## config.mk

```make
export PLATFORM = sky130hd
export DESIGN_NAME = sha1_hmac_stream_hasher
export DESIGN_NICKNAME = d
export VERILOG_FILES = /design/src/hw/rtl/sha1h_pkg.sv /design/src/hw/rtl/sha1h_core.sv /design/src/hw/rtl/sha1_hmac_stream_hasher.sv
export SDC_FILE = /design/constraint.sdc
export NUM_CORES = 2
export LEC_CHECK = 0
export BUFFER_PORTS_ARGS = -buffer_cell sky130_fd_sc_hd__buf_2
export CAP_MARGIN = 20
export CORE_UTILIZATION = 45
export CTS_CLUSTER_SIZE = 20
export DETAILED_ROUTE_END_ITERATION = 7
export PLACE_DENSITY_LB_ADDON = 0.2
export SLEW_MARGIN = 25
export SYNTH_ARGS = -nofsm -noshare
export SYNTH_HDL_FRONTEND = slang
export SYNTH_SLANG_ARGS = --single-unit
```

## constraint.sdc

```tcl
create_clock -name clk -period 60.9 [get_ports clk]
set_input_delay 3.045 -clock clk [delete_from_list [all_inputs] [get_ports clk]]
set_output_delay 3.045 -clock clk [all_outputs]
set_load 0.01 [all_outputs]
```

## src/hw/rtl/sha1h_pkg.sv

```systemverilog
// Shared types, constants and helpers for the SHA-1 / HMAC-SHA1 byte hasher.
// Used by sha1h_core, sha1_hmac_stream_hasher and the bench; no dependencies.
package sha1h_pkg;

    typedef logic [4:0][31:0] sha1h_dig_t;

    typedef struct packed {
        logic       init;
        logic       feed;
        logic [7:0] data;
    } sha1h_ctl_t;

    typedef enum logic [1:0] {
        ACT_KEY = 2'd0,
        ACT_MSG = 2'd1,
        ACT_FIN = 2'd2
    } sha1h_act_t;

    localparam logic [31:0] H_INIT0 = 32'h67452301;
    localparam logic [31:0] H_INIT1 = 32'hefcdab89;
    localparam logic [31:0] H_INIT2 = 32'h98badcfe;
    localparam logic [31:0] H_INIT3 = 32'h10325476;
    localparam logic [31:0] H_INIT4 = 32'hc3d2e1f0;

    localparam logic [31:0] K_R0 = 32'h5a827999;
    localparam logic [31:0] K_R1 = 32'h6ed9eba1;
    localparam logic [31:0] K_R2 = 32'h8f1bbcdc;
    localparam logic [31:0] K_R3 = 32'hca62c1d6;

    localparam logic [7:0] IPAD     = 8'h36;
    localparam logic [7:0] OPAD     = 8'h5c;
    localparam logic [7:0] PAD_MARK = 8'h80;

    localparam logic [6:0] LAST_ROUND = 7'd79;
    localparam logic [5:0] LEN_OFFSET = 6'd56;

    // round function plus round constant
    function automatic logic [31:0] sha1h_fk(input logic [6:0] r, input logic [31:0] b,
                                             input logic [31:0] c, input logic [31:0] d);
        logic [31:0] res;
        begin
            if (r < 7'd20)
                res = (d ^ (b & (c ^ d))) + K_R0;
            else if (r < 7'd40)
                res = (b ^ c ^ d) + K_R1;
            else if (r < 7'd60)
                res = ((b & c) | (d & (b | c))) + K_R2;
            else
                res = (b ^ c ^ d) + K_R3;
            return res;
        end
    endfunction

    // big-endian byte of a word, sel 0 is the most significant byte
    function automatic logic [7:0] sha1h_byte(input logic [31:0] w, input logic [1:0] sel);
        logic [7:0] res;
        begin
            case (sel)
                2'd0:    res = w[31:24];
                2'd1:    res = w[23:16];
                2'd2:    res = w[15:8];
                default: res = w[7:0];
            endcase
            return res;
        end
    endfunction

endpackage

```

## src/hw/rtl/sha1h_core.sv

```systemverilog
// SHA-1 compression core: byte loader, 16-word schedule shift line and one
// round unit reused for 80 rounds. Depends on sha1h_pkg.
module sha1h_core (
    input  logic                  clk,
    input  logic                  rst_n,
    input  sha1h_pkg::sha1h_ctl_t ctl,
    output logic                  ready,
    output logic [5:0]            fill,
    output sha1h_pkg::sha1h_dig_t chain
);
    import sha1h_pkg::*;

    typedef enum logic [1:0] {C_IDLE, C_RND, C_ADD} cstate_t;

    cstate_t     state_reg, state_next;
    logic [6:0]  rnd_reg, rnd_next;
    logic [5:0]  fill_reg, fill_next;
    sha1h_dig_t  chain_reg, chain_next;
    sha1h_dig_t  work_reg, work_next;
    logic [511:0] sched_reg, sched_next;

    logic [31:0] w0, w2, w8, w13, wx, wnew, t_new;

    assign w0   = sched_reg[511:480];
    assign w2   = sched_reg[447:416];
    assign w8   = sched_reg[255:224];
    assign w13  = sched_reg[95:64];
    assign wx   = w13 ^ w8 ^ w2 ^ w0;
    assign wnew = {wx[30:0], wx[31]};

    assign t_new = sha1h_fk(rnd_reg, work_reg[1], work_reg[2], work_reg[3])
                 + {work_reg[0][26:0], work_reg[0][31:27]} + work_reg[4] + w0;

    always_comb
    begin
        state_next = state_reg;
        rnd_next   = rnd_reg;
        fill_next  = fill_reg;
        chain_next = chain_reg;
        work_next  = work_reg;
        sched_next = sched_reg;
        unique case (state_reg)
            C_IDLE:
            begin
                if (ctl.init)
                begin
                    chain_next = {H_INIT4, H_INIT3, H_INIT2, H_INIT1, H_INIT0};
                    fill_next  = '0;
                end
                else if (ctl.feed)
                begin
                    sched_next = {sched_reg[503:0], ctl.data};
                    fill_next  = fill_reg + 6'd1;
                    // full block: start the rounds
                    if (fill_reg == 6'd63)
                    begin
                        work_next  = chain_reg;
                        rnd_next   = '0;
                        state_next = C_RND;
                    end
                end
            end
            C_RND:
            begin
                work_next[4] = work_reg[3];
                work_next[3] = work_reg[2];
                work_next[2] = {work_reg[1][1:0], work_reg[1][31:2]};
                work_next[1] = work_reg[0];
                work_next[0] = t_new;
                sched_next   = {sched_reg[479:0], wnew};
                rnd_next     = rnd_reg + 7'd1;
                if (rnd_reg == LAST_ROUND)
                    state_next = C_ADD;
            end
            C_ADD:
            begin
                for (int i = 0; i < 5; i++)
                    chain_next[i] = chain_reg[i] + work_reg[i];
                state_next = C_IDLE;
            end
            default: state_next = C_IDLE;
        endcase
    end

    always_ff @(posedge clk or negedge rst_n)
    begin
        if (!rst_n)
        begin
            state_reg <= C_IDLE;
            rnd_reg   <= '0;
            fill_reg  <= '0;
            chain_reg <= {H_INIT4, H_INIT3, H_INIT2, H_INIT1, H_INIT0};
            work_reg  <= '0;
        end
        else
        begin
            state_reg <= state_next;
            rnd_reg   <= rnd_next;
            fill_reg  <= fill_next;
            chain_reg <= chain_next;
            work_reg  <= work_next;
        end
    end

    always_ff @(posedge clk)
    begin
        sched_reg <= sched_next;
    end

    assign ready = (state_reg == C_IDLE);
    assign fill  = fill_reg;
    assign chain = chain_reg;

    a_feed_idle: assert property (@(posedge clk) disable iff (!rst_n)
        ctl.feed |-> state_reg == C_IDLE)
        else $error("byte fed while compressing");
    a_block_start: assert property (@(posedge clk) disable iff (!rst_n)
        (ctl.feed && !ctl.init && fill_reg == 6'd63 && state_reg == C_IDLE) |=> !ready)
        else $error("full block did not start rounds");
    a_round_range: assert property (@(posedge clk) disable iff (!rst_n)
        state_reg == C_RND |-> rnd_reg <= LAST_ROUND)
        else $error("round counter out of range");
    a_add_after_last: assert property (@(posedge clk) disable iff (!rst_n)
        $rose(state_reg == C_ADD) |-> $past(rnd_reg) == LAST_ROUND)
        else $error("chain update without 80 rounds");

endmodule

```

## src/hw/rtl/sha1_hmac_stream_hasher.sv

```systemverilog
// Top level: byte-stream SHA-1 / HMAC-SHA1 sequencer with key memory and
// digest output register. Depends on sha1h_pkg and sha1h_core.
//
//   channel   signals                                  direction
//   item      item_valid/item_ready, action, data_byte  in
//   word      word_valid/word_ready, digest_word,       out
//             word_index, last
//   config    cfg_we, cfg_data (hmac_enable)            in
//
// Every 64th byte absorbed starts the shared round unit (80 rounds and then
// the chain add). Finish runs padding, in HMAC mode the 64-byte opad key
// (a read state and a feed state a byte for the key memory read) and the
// inner digest, then five output words.
// item_ready is low throughout that work and while words wait for word_ready.
// Reset is asynchronous; the key memory needs no clearing pass.
module sha1_hmac_stream_hasher (
    input  logic        clk,
    input  logic        rst_n,
    input  logic        item_valid,
    output logic        item_ready,
    input  logic [1:0]  action,
    input  logic [7:0]  data_byte,
    output logic        word_valid,
    input  logic        word_ready,
    output logic [31:0] digest_word,
    output logic [2:0]  word_index,
    output logic        last,
    input  logic        cfg_we,
    input  logic        cfg_data
);
    import sha1h_pkg::*;

    typedef enum logic [3:0] {
        S_IDLE, S_ENDK, S_PAD, S_CAPW, S_CAP, S_PKRD, S_PKFD,
        S_CONT, S_FDN, S_IDG, S_OLD, S_OWT
    } state_t;

    typedef enum logic [1:0] {PH_KEY, PH_PLAIN, PH_HMAC} phase_t;

    state_t      state_reg, state_next, ret_reg, ret_next;
    phase_t      phase_reg, phase_next;
    logic        hmac_reg;
    logic        pend_fin_reg, pend_fin_next;
    logic [7:0]  pend_byte_reg, pend_byte_next;
    logic        outer_reg, outer_next;
    logic [31:0] total_reg, total_next;
    logic [31:0] klen_reg, klen_next;
    logic [6:0]  cnt_reg, cnt_next;
    logic        pad_first_reg, pad_first_next;
    logic        pad_len_reg, pad_len_next;
    logic [7:0]  padv_reg, padv_next;
    logic [63:0] kvld_reg, kvld_next;
    logic [31:0] word_reg, word_next;
    logic [2:0]  idx_reg, idx_next;
    logic        ovalid_reg, ovalid_next;
    sha1h_dig_t  inner_reg, inner_next;

    logic [7:0]  key_mem [64];
    logic [7:0]  krd_reg;
    logic        kvrd_reg;
    logic        kwe;
    logic [5:0]  kwaddr;
    logic [7:0]  kwdata;

    sha1h_ctl_t  ctl;
    logic        core_ready;
    logic [5:0]  fill;
    sha1h_dig_t  chain;

    logic        acc;
    logic [63:0] len_bits;
    logic [7:0]  len_byte;
    logic [7:0]  cap_byte;
    logic [7:0]  idg_byte;

    sha1h_core u_core (
        .clk   (clk),
        .rst_n (rst_n),
        .ctl   (ctl),
        .ready (core_ready),
        .fill  (fill),
        .chain (chain)
    );

    assign item_ready = (state_reg == S_IDLE) && core_ready;
    assign acc        = item_valid && item_ready;
    assign len_bits   = {29'd0, total_reg, 3'd0};
    assign len_byte   = 8'(len_bits >> {3'd7 - cnt_reg[2:0], 3'd0});
    assign cap_byte   = sha1h_byte(chain[cnt_reg[4:2]], cnt_reg[1:0]);
    assign idg_byte   = sha1h_byte(inner_reg[cnt_reg[4:2]], cnt_reg[1:0]);

    always_comb
    begin
        state_next     = state_reg;
        ret_next       = ret_reg;
        phase_next     = phase_reg;
        pend_fin_next  = pend_fin_reg;
        pend_byte_next = pend_byte_reg;
        outer_next     = outer_reg;
        total_next     = total_reg;
        klen_next      = klen_reg;
        cnt_next       = cnt_reg;
        pad_first_next = pad_first_reg;
        pad_len_next   = pad_len_reg;
        padv_next      = padv_reg;
        kvld_next      = kvld_reg;
        word_next      = word_reg;
        idx_next       = idx_reg;
        ovalid_next    = ovalid_reg;
        inner_next     = inner_reg;
        ctl            = '0;
        kwe            = 1'b0;
        kwaddr         = klen_reg[5:0];
        kwdata         = data_byte;

        unique case (state_reg)
            S_IDLE:
            begin
                if (acc)
                begin
                    case (action)
                        ACT_KEY:
                        begin
                            if (phase_reg == PH_KEY && hmac_reg)
                            begin
                                if (klen_reg < 32'd64)
                                begin
                                    kwe = 1'b1;
                                    kvld_next[klen_reg[5:0]] = 1'b1;
                                end
                                if (klen_reg != 32'hffffffff)
                                    klen_next = klen_reg + 32'd1;
                                ctl.feed   = 1'b1;
                                ctl.data   = data_byte;
                                total_next = total_reg + 32'd1;
                            end
                        end
                        ACT_MSG:
                        begin
                            if (phase_reg == PH_KEY)
                            begin
                                pend_fin_next  = 1'b0;
                                pend_byte_next = data_byte;
                                state_next     = S_ENDK;
                            end
                            else
                            begin
                                ctl.feed   = 1'b1;
                                ctl.data   = data_byte;
                                total_next = total_reg + 32'd1;
                            end
                        end
                        ACT_FIN:
                        begin
                            pend_fin_next = 1'b1;
                            if (phase_reg == PH_KEY)
                                state_next = S_ENDK;
                            else
                                state_next = S_CONT;
                        end
                        default: ;
                    endcase
                end
            end
            S_ENDK:
            begin
                if (core_ready)
                begin
                    if (!hmac_reg)
                    begin
                        ctl.init   = 1'b1;
                        total_next = '0;
                        phase_next = PH_PLAIN;
                        state_next = S_CONT;
                    end
                    else if (klen_reg > 32'd64)
                    begin
                        // long key: hash it, the digest becomes the key
                        kvld_next      = '0;
                        pad_first_next = 1'b1;
                        pad_len_next   = 1'b0;
                        ret_next       = S_CAPW;
                        state_next     = S_PAD;
                    end
                    else
                    begin
                        ctl.init   = 1'b1;
                        total_next = '0;
                        cnt_next   = '0;
                        padv_next  = IPAD;
                        phase_next = PH_HMAC;
                        ret_next   = S_CONT;
                        state_next = S_PKRD;
                    end
                end
            end
            S_PAD:
            begin
                if (core_ready)
                begin
                    if (pad_first_reg)
                    begin
                        ctl.feed       = 1'b1;
                        ctl.data       = PAD_MARK;
                        pad_first_next = 1'b0;
                    end
                    else if (!pad_len_reg)
                    begin
                        if (fill == LEN_OFFSET)
                        begin
                            pad_len_next = 1'b1;
                            cnt_next     = '0;
                        end
                        else
                        begin
                            ctl.feed = 1'b1;
                            ctl.data = 8'h00;
                        end
                    end
                    else
                    begin
                        ctl.feed = 1'b1;
                        ctl.data = len_byte;
                        cnt_next = cnt_reg + 7'd1;
                        if (cnt_reg[2:0] == 3'd7)
                            state_next = ret_reg;
                    end
                end
            end
            S_CAPW:
            begin
                if (core_ready)
                begin
                    cnt_next   = '0;
                    state_next = S_CAP;
                end
            end
            S_CAP:
            begin
                kwe                     = 1'b1;
                kwaddr                  = cnt_reg[5:0];
                kwdata                  = cap_byte;
                kvld_next[cnt_reg[5:0]] = 1'b1;
                cnt_next                = cnt_reg + 7'd1;
                if (cnt_reg == 7'd19)
                begin
                    ctl.init   = 1'b1;
                    total_next = '0;
                    cnt_next   = '0;
                    padv_next  = IPAD;
                    phase_next = PH_HMAC;
                    ret_next   = S_CONT;
                    state_next = S_PKRD;
                end
            end
            S_PKRD:
            begin
                state_next = S_PKFD;
            end
            S_PKFD:
            begin
                if (core_ready)
                begin
                    ctl.feed   = 1'b1;
                    ctl.data   = (kvrd_reg ? krd_reg : 8'h00) ^ padv_reg;
                    total_next = total_reg + 32'd1;
                    cnt_next   = cnt_reg + 7'd1;
                    if (cnt_reg == 7'd63)
                    begin
                        cnt_next   = '0;
                        state_next = ret_reg;
                    end
                    else
                        state_next = S_PKRD;
                end
            end
            S_CONT:
            begin
                if (pend_fin_reg)
                begin
                    pad_first_next = 1'b1;
                    pad_len_next   = 1'b0;
                    ret_next       = S_FDN;
                    state_next     = S_PAD;
                end
                else if (core_ready)
                begin
                    ctl.feed   = 1'b1;
                    ctl.data   = pend_byte_reg;
                    total_next = total_reg + 32'd1;
                    state_next = S_IDLE;
                end
            end
            S_FDN:
            begin
                if (core_ready)
                begin
                    cnt_next = '0;
                    if (phase_reg == PH_HMAC && !outer_reg)
                    begin
                        inner_next = chain;
                        ctl.init   = 1'b1;
                        total_next = '0;
                        outer_next = 1'b1;
                        padv_next  = OPAD;
                        ret_next   = S_IDG;
                        state_next = S_PKRD;
                    end
                    else
                        state_next = S_OLD;
                end
            end
            S_IDG:
            begin
                if (core_ready)
                begin
                    ctl.feed   = 1'b1;
                    ctl.data   = idg_byte;
                    total_next = total_reg + 32'd1;
                    cnt_next   = cnt_reg + 7'd1;
                    if (cnt_reg == 7'd19)
                    begin
                        pad_first_next = 1'b1;
                        pad_len_next   = 1'b0;
                        ret_next       = S_FDN;
                        state_next     = S_PAD;
                    end
                end
            end
            S_OLD:
            begin
                word_next   = chain[cnt_reg[2:0]];
                idx_next    = cnt_reg[2:0];
                ovalid_next = 1'b1;
                state_next  = S_OWT;
            end
            S_OWT:
            begin
                if (word_ready)
                begin
                    ovalid_next = 1'b0;
                    cnt_next    = cnt_reg + 7'd1;
                    state_next  = S_OLD;
                    if (cnt_reg[2:0] == 3'd4)
                    begin
                        // back to the initial state, drop the key
                        ctl.init   = 1'b1;
                        total_next = '0;
                        klen_next  = '0;
                        kvld_next  = '0;
                        outer_next = 1'b0;
                        phase_next = PH_KEY;
                        cnt_next   = '0;
                        state_next = S_IDLE;
                    end
                end
            end
            default: state_next = S_IDLE;
        endcase
    end

    always_ff @(posedge clk or negedge rst_n)
    begin
        if (!rst_n)
        begin
            state_reg     <= S_IDLE;
            ret_reg       <= S_IDLE;
            phase_reg     <= PH_KEY;
            hmac_reg      <= 1'b0;
            pend_fin_reg  <= 1'b0;
            outer_reg     <= 1'b0;
            total_reg     <= '0;
            klen_reg      <= '0;
            cnt_reg       <= '0;
            pad_first_reg <= 1'b0;
            pad_len_reg   <= 1'b0;
            kvld_reg      <= '0;
            ovalid_reg    <= 1'b0;
            idx_reg       <= '0;
        end
        else
        begin
            state_reg     <= state_next;
            ret_reg       <= ret_next;
            phase_reg     <= phase_next;
            if (cfg_we)
                hmac_reg  <= cfg_data;
            pend_fin_reg  <= pend_fin_next;
            outer_reg     <= outer_next;
            total_reg     <= total_next;
            klen_reg      <= klen_next;
            cnt_reg       <= cnt_next;
            pad_first_reg <= pad_first_next;
            pad_len_reg   <= pad_len_next;
            kvld_reg      <= kvld_next;
            ovalid_reg    <= ovalid_next;
            idx_reg       <= idx_next;
        end
    end

    always_ff @(posedge clk)
    begin
        pend_byte_reg <= pend_byte_next;
        padv_reg      <= padv_next;
        word_reg      <= word_next;
        inner_reg     <= inner_next;
    end

    always_ff @(posedge clk)
    begin
        if (kwe)
            key_mem[kwaddr] <= kwdata;
        krd_reg  <= key_mem[cnt_reg[5:0]];
        kvrd_reg <= kvld_reg[cnt_reg[5:0]];
    end

    assign word_valid  = ovalid_reg;
    assign digest_word = word_reg;
    assign word_index  = idx_reg;
    assign last        = (idx_reg == 3'd4);

    a_no_overlap: assert property (@(posedge clk) disable iff (!rst_n)
        word_valid |-> !item_ready)
        else $error("input taken while digest word pending");
    a_valid_state: assert property (@(posedge clk) disable iff (!rst_n)
        word_valid |-> state_reg == S_OWT)
        else $error("digest word valid outside output state");
    a_idx_range: assert property (@(posedge clk) disable iff (!rst_n)
        word_valid |-> idx_reg <= 3'd4)
        else $error("digest word index out of range");
    a_last_reset: assert property (@(posedge clk) disable iff (!rst_n)
        (word_valid && word_ready && last) |=> (phase_reg == PH_KEY && total_reg == '0))
        else $error("state not restored after last word");

endmodule

```

Word level (Yosys, flattened, before mapping)
Memories as Yosys holds them, arrays and structs flattened. A register that Yosys moved wholly into a read port is not among the register bits.
Cells that the tools add are included.
{"block": "op_classes", "addsub": 18, "mul": 0, "n_div": 0, "order_cmp": 11, "n_eq_ne": 66, "shift": 1, "mux": 190, "bitwise_logic": 15, "n_reduce_logical": 48}
{"operator": "$mux 512", "count": 2}
{"operator": "$pmux 512 s2", "count": 1}
{"operator": "$mux 32", "count": 23}
{"operator": "$mux 160", "count": 4}
{"operator": "$pmux 160 s2", "count": 2}
{"operator": "$mux 64", "count": 9}
{"operator": "$bmux 32 s3", "count": 3}
{"operator": "$add 32x32->32", "count": 8}
{"operator": "$pmux 64 s4", "count": 1}
{"operator": "$pmux 32 s7", "count": 1}
{"operator": "$xor 32x32->32", "count": 7}
{"operator": "$or 64x64->64", "count": 2}
{"operator": "$pmux 32 s2", "count": 2}
{"operator": "$mux 7", "count": 17}
{"operator": "$mux 4", "count": 27}
{"operator": "$mux 9", "count": 11}
{"operator": "$and 32x32->32", "count": 3}
{"operator": "$pmux 8 s3", "count": 3}
{"operator": "$add 32x1->32 const B", "count": 2}
{"operator": "$add 32x31->32 const B", "count": 2}
{"operator": "$add 32x32->32 const B", "count": 2}
{"operator": "$mux 8", "count": 8}
{"operator": "$or 32x32->32", "count": 2}
{"operator": "$pmux 7 s7", "count": 1}
{"operator": "other kinds (66)", "count": 206}
{"block": "totals", "reg_bits": 1210, "latchBits": 0, "ramBits": 512, "rom_bits": 0, "input_bits": 16, "out_inout_bits": 38, "elab_cells": 387, "mem_count": 1}
{"name": "key_mem", "depth": 64, "word_bits": 8, "rd": 1, "rd_clocked_by_memory_dff": 1, "wr": 1, "line_no": "sha1_hmac_stream_hasher.sv:58", "text": "logic [7:0] key_mem [64];"}

Longest topological paths before layout
{"block": "logic_depth", "ltp_word": 11, "ltp_mapped": 29}

Modules after synthesis
Synthesis repeated with hierarchy kept, for this count alone.
{"block": "hier_totals", "hier_cells": 8267, "hier_area_um2": 88194.6}
{"module": "sha1h_core", "instances": 1, "cells_each": 5618, "area_each_um2": 50544.7, "seq_area_each_um2": 23857.9}
{"module": "sha1_hmac_stream_hasher", "instances": 1, "cells_each": 2649, "area_each_um2": 37649.9, "seq_area_each_um2": 25474.4}

Worst setup path before layout
OpenSTA, ideal clock, no wires.
{"block": "synth_path", "path_kind": "input port to flip-flop", "start": "in action[0]", "end": "reg u_core.sched_reg[0] (enable)", "setup_time_ns": 1.397, "t_arrival_ns": 25.250, "required_ns": 59.503, "setup_slack_ns": 34.252, "cell_stages": 6, "path_cell_list": "nand3b_1 a211o_1 nor2_2 nand3b_1 nor2_1 nor2_1"}
{"block": "synth_via", "elab_chain_len": 6, "word_cells_on_any_way": 7, "classes_between": "eq/ne: 2; mux: 3; reduce/logical: 2"}
{"element": "start, declared", "line_no": "sha1_hmac_stream_hasher.sv:21", "text": "input logic [1:0] action,"}
{"element": "$eq 2x1->1 / $logic_not 2->1 (equally long branches)", "line_no": "sha1_hmac_stream_hasher.sv:121", "text": "case (action)"}
{"element": "$pmux 9 s2 *", "line_no": "sha1_hmac_stream_hasher.sv:121"}
{"element": "$mux 9 *", "line_no": "sha1_hmac_stream_hasher.sv:119", "text": "if (acc)"}
{"element": "$pmux 9 s5 *", "line_no": "sha1_hmac_stream_hasher.sv:116", "text": "unique case (state_reg)"}
{"element": "$ne 2x2->1 (no source line) *"}
{"element": "$reduce_and 3->1 (no source line) *"}
{"element": "end signal, assigned", "line_no": "sha1h_core.sv:107", "text": "sched_reg <= sched_next;"}
{"element": "end, declared", "line_no": "sha1h_core.sv:20", "text": "logic [511:0] sched_reg, sched_next;"}
Mark *: on every way between the ends. The rest lies on a longest branch, timed or not.
A chain may end at the register's enable or synchronous reset.

Worst setup path in the final report
{"block": "layout_path", "start": "reg u_core.work_reg[34] (netlist name)", "end": "reg u_core.work_reg[31] (netlist name)"}
{"block": "layout_via", "elab_chain_len": 11, "word_cells_on_any_way": 19, "classes_between": "add/sub: 7; mux: 4; bitwise: 8"}
{"element": "start, declared", "line_no": "sha1h_core.sv:19", "text": "sha1h_dig_t work_reg, work_next;"}
{"element": "start signal, assigned", "line_no": "sha1h_core.sv:101", "text": "work_reg <= work_next;"}
{"element": "$or 32x32->32", "line_no": "sha1h_pkg.sv:47", "text": "res = ((b & c) | (d & (b | c))) + K_R2;"}
{"element": "$and 32x32->32", "line_no": "sha1h_pkg.sv:47"}
{"element": "$or 32x32->32", "line_no": "sha1h_pkg.sv:47"}
{"element": "$add 32x32->32", "line_no": "sha1h_pkg.sv:47"}
{"element": "$mux 32", "line_no": "sha1h_pkg.sv:46", "text": "else if (r < 7'd60)"}
{"element": "$mux 32", "line_no": "sha1h_pkg.sv:44", "text": "else if (r < 7'd40)"}
{"element": "$mux 32 *", "line_no": "sha1h_pkg.sv:42", "text": "if (r < 7'd20)"}
{"element": "$add 32x32->32 * (3 in a row)", "line_no": "sha1h_core.sv:32", "text": "+ {work_reg[0][26:0], work_reg[0][31:27]} + work_reg[4] + w0;"}
{"element": "$pmux 160 s2 *", "line_no": "sha1h_core.sv:42", "text": "unique case (state_reg)"}
Marks and branches as above.

==> metrics.txt <==
post-cts resize count 0; footprint of the multi-input gates 35,500 um^2; synthesized area 87,380 um^2; Commonest cells post-synth 2,030 x nand2_1, 1,226 x edfxtp_1, 604 x nor2_1; total track usage 0.2747; VDD IR max about 0.000028 V; vias per cell about 6.0; final wirelength 274,500 um; pwr/cell area around 25 nW/um^2; ANT nets after route 0; Sw Pwr about 500 uW; sequential share of power 0.513; Slew Limit Fails 0; CTS tree done; Layout fillers 17.17k; critical path peak fanout 6; CP required roughly 62,000 ps; GPL Wtd Cong 0.9915; Comb power frac 0.006; largest cells by area after synthesis edfxtp_1 42%, dfrtp_1 12%, nand2_1 8.7%, ha_1 2.9%, nor2_1 2.6%; Synth area leader edfxtp_1; core area 192,800 um^2; Clk Latency, worst-skew pair around 840 ps; max-cap viol count 0; Max Root-Sink Buffers 3; Cells after DPL 10.47k; WL per Instance 25.34 um; Port Buffers 53; GRT overflow 0; Setup Viol. Count Final 0; TritonCTS buffer count 186; initial antenna violation count 16; Detail Placement HPWL between 150,000 and 200,000 um; reg2reg path depth 27; Sink Count roughly 1.7k; slowest stage cell, crit path a211oi_1; clock share of power 0.481; hold slack just under 500 ps; leakage power 0.03894 uW; sw frac 0.2052; hold depth 1; min Tclk post-route slightly above 7000 ps; RSZ-0062 raised after global routing false; Ys Warns 0; Chip Width 442.7 um; DR iter-0 viols 7,488; fin cells 10.83k; CP peak stage delay 830 ps; DR pass1 iterations 8; placed cell area 90,250 um^2; # nets final 8,453; post-synthesis cell type count 97; final core occ 0.5015; Stages on worst setup path 27; CP top delay family compound AO/OA/AOI/OAI gates; vias 64.69k; first-pass GRT wire length 404,900 um; buffer count from post-CTS setup fixing 0; Slew @ Worst Pin 1154 ps; fmax 138.1 MHz; CTS H-Tree Depth 4; # rows 161; largest net degree at the start of global routing 207; Fin. Hold Viols 0; status finished clean; share of cells above drive strength 1 0.08640; predominant post-synthesis flop cell edfxtp_1; synthesized area per cell 10.62 um^2; post-synthesis sequential area ratio 0.5646; vias in the first global route 61.41k; post-route cell area 96,690 um^2; Clock Skew 49.67 ps; Mapped Cells between 8k and 9k; Internal Pwr Total 1938 uW; kind of end point of the critical path register; Async SR Flop Fraction 0.2836; Slew HR 0.2309; period utilization 0.1189; Worst Path Class, Setup reg -> reg; Arr. time, crit path 7930 ps; area grow syn2layout 10.65%; Initial Util 0.4533; Startpoint Class register; total die area 195,900 um^2; Seq cells post-synth ~1.7k; setup TNS 0 ps; FF+latch area between 40,000 and 50,000 um^2; top-count cell post-synth nand2_1; Buf+Inv Stages, Crit Path 3; Worst-path clk slew 60 ps; Die Y around 440 um; Mapped Nets between 8k and 9k; clk root buf clkbuf_16; # IOs 54; Post-CTS Hold Buffers 0; Yosys top cell area share 0.4213; DRC Markers 0; number of synthesized flops with an enable pin approximately 1.2k; HP Class reg -> reg
==> placed cells by master (no fill, tap or decap), drive strengths merged, types with 26 or more instances in the layout <==
cell	instances
nand2	2031
nand3	101
ha	202
o21ai	346
clkinv	77
nor2	612
inv	301
dfstp	80
o21a	30
clkbuf	245
mux2i	47
fa	99
xor2	162
a22oi	276
a221oi	54
nand2b	49
dfrtp	409
a211oi	38
a31oi	182
or3	39
a21oi	404
a222oi	26
a22o	83
xnor2	223
nor2b	43
edfxtp	1226
and3	33
nand4	80
o211ai	38
o22ai	34
nor3	68
buf	161
mux4	89
a21o	108
==> stage by stage <==
stage | power, uW | worst slack [ps]
2_1_floorplan | 1279 | 34250
3_3_place_gp | 1290 | 53570
3_5_place_dp | 1290 | 53470
4_1_cts | 2455 | 53720
5_1_grt | 2498 | 53240
6_report | 2438 | 53660
==> area by class of cell <==
cell class              instances  area share
diodes                          9   0.0002329
clock buffers                 245     0.05328
clock inverters               106     0.01210
inverters                     300     0.01167
multi-input cells            5763      0.3672
flip-flops and latches       1724      0.5104
well taps                    2526     0.03269
repair buffers                161     0.01249
==> cell families after synthesis <==
kind of cell / after synthesis / share of synthesized area
compound gates: 1783 / 0.1340
flops: 1724 / 0.5646
xor+xnor: 385 / 0.03859
mux: 150 / 0.03013
fa+ha+maj: 301 / 0.05161
buf+inv: 737 / 0.03236
simple gates: 3144 / 0.1487
==> final timing paths <==
check / start / end / slack [ps]
setup reg to reg: u_core.work_reg[34]$_DFFE_PN0P_ / u_core.work_reg[31]$_DFFE_PN0P_ / 53660
setup / recovery: u_core.work_reg[34]$_DFFE_PN0P_ / u_core.work_reg[31]$_DFFE_PN0P_ / 53660
min in group asynchronous: rst_n / u_core.chain[89]$_DFFE_PN0P_ / 2180
hold / removal: word_valid$_DFFE_PN0P_ / word_valid$_DFFE_PN0P_ / 480
max in group asynchronous: rst_n / u_core.chain[107]$_DFFE_PN0P_ / 55730
hold reg to reg: word_valid$_DFFE_PN0P_ / word_valid$_DFFE_PN0P_ / 480
==> power by group through the flow <==
| stage | clock, uW | sequential (uW) | combinational [uW] |
|---|---|---|---|
| 4_1_cts | 1190 | 1250 | 15.1 |
| 6_report | 1170 | 1250 | 15.0 |
| 2_1_floorplan | 0 | 1280 | 2.86 |
| 3_5_place_dp | 0 | 1270 | 15.2 |
| 3_3_place_gp | 0 | 1270 | 14.8 |
| 5_1_grt | 1230 | 1250 | 16.7 |
==> routing by layer <==
metal  track usage  vias to the layer above  part of all wire
met5             0                        -          0.000069
met4        0.1189                        4             0.046
met3       0.04433                      503             0.075
met2        0.4258                     2735              0.46
met1        0.3821                    32199              0.42
li1              -                    29249                 -
Power figures use the tool's default switching activity.
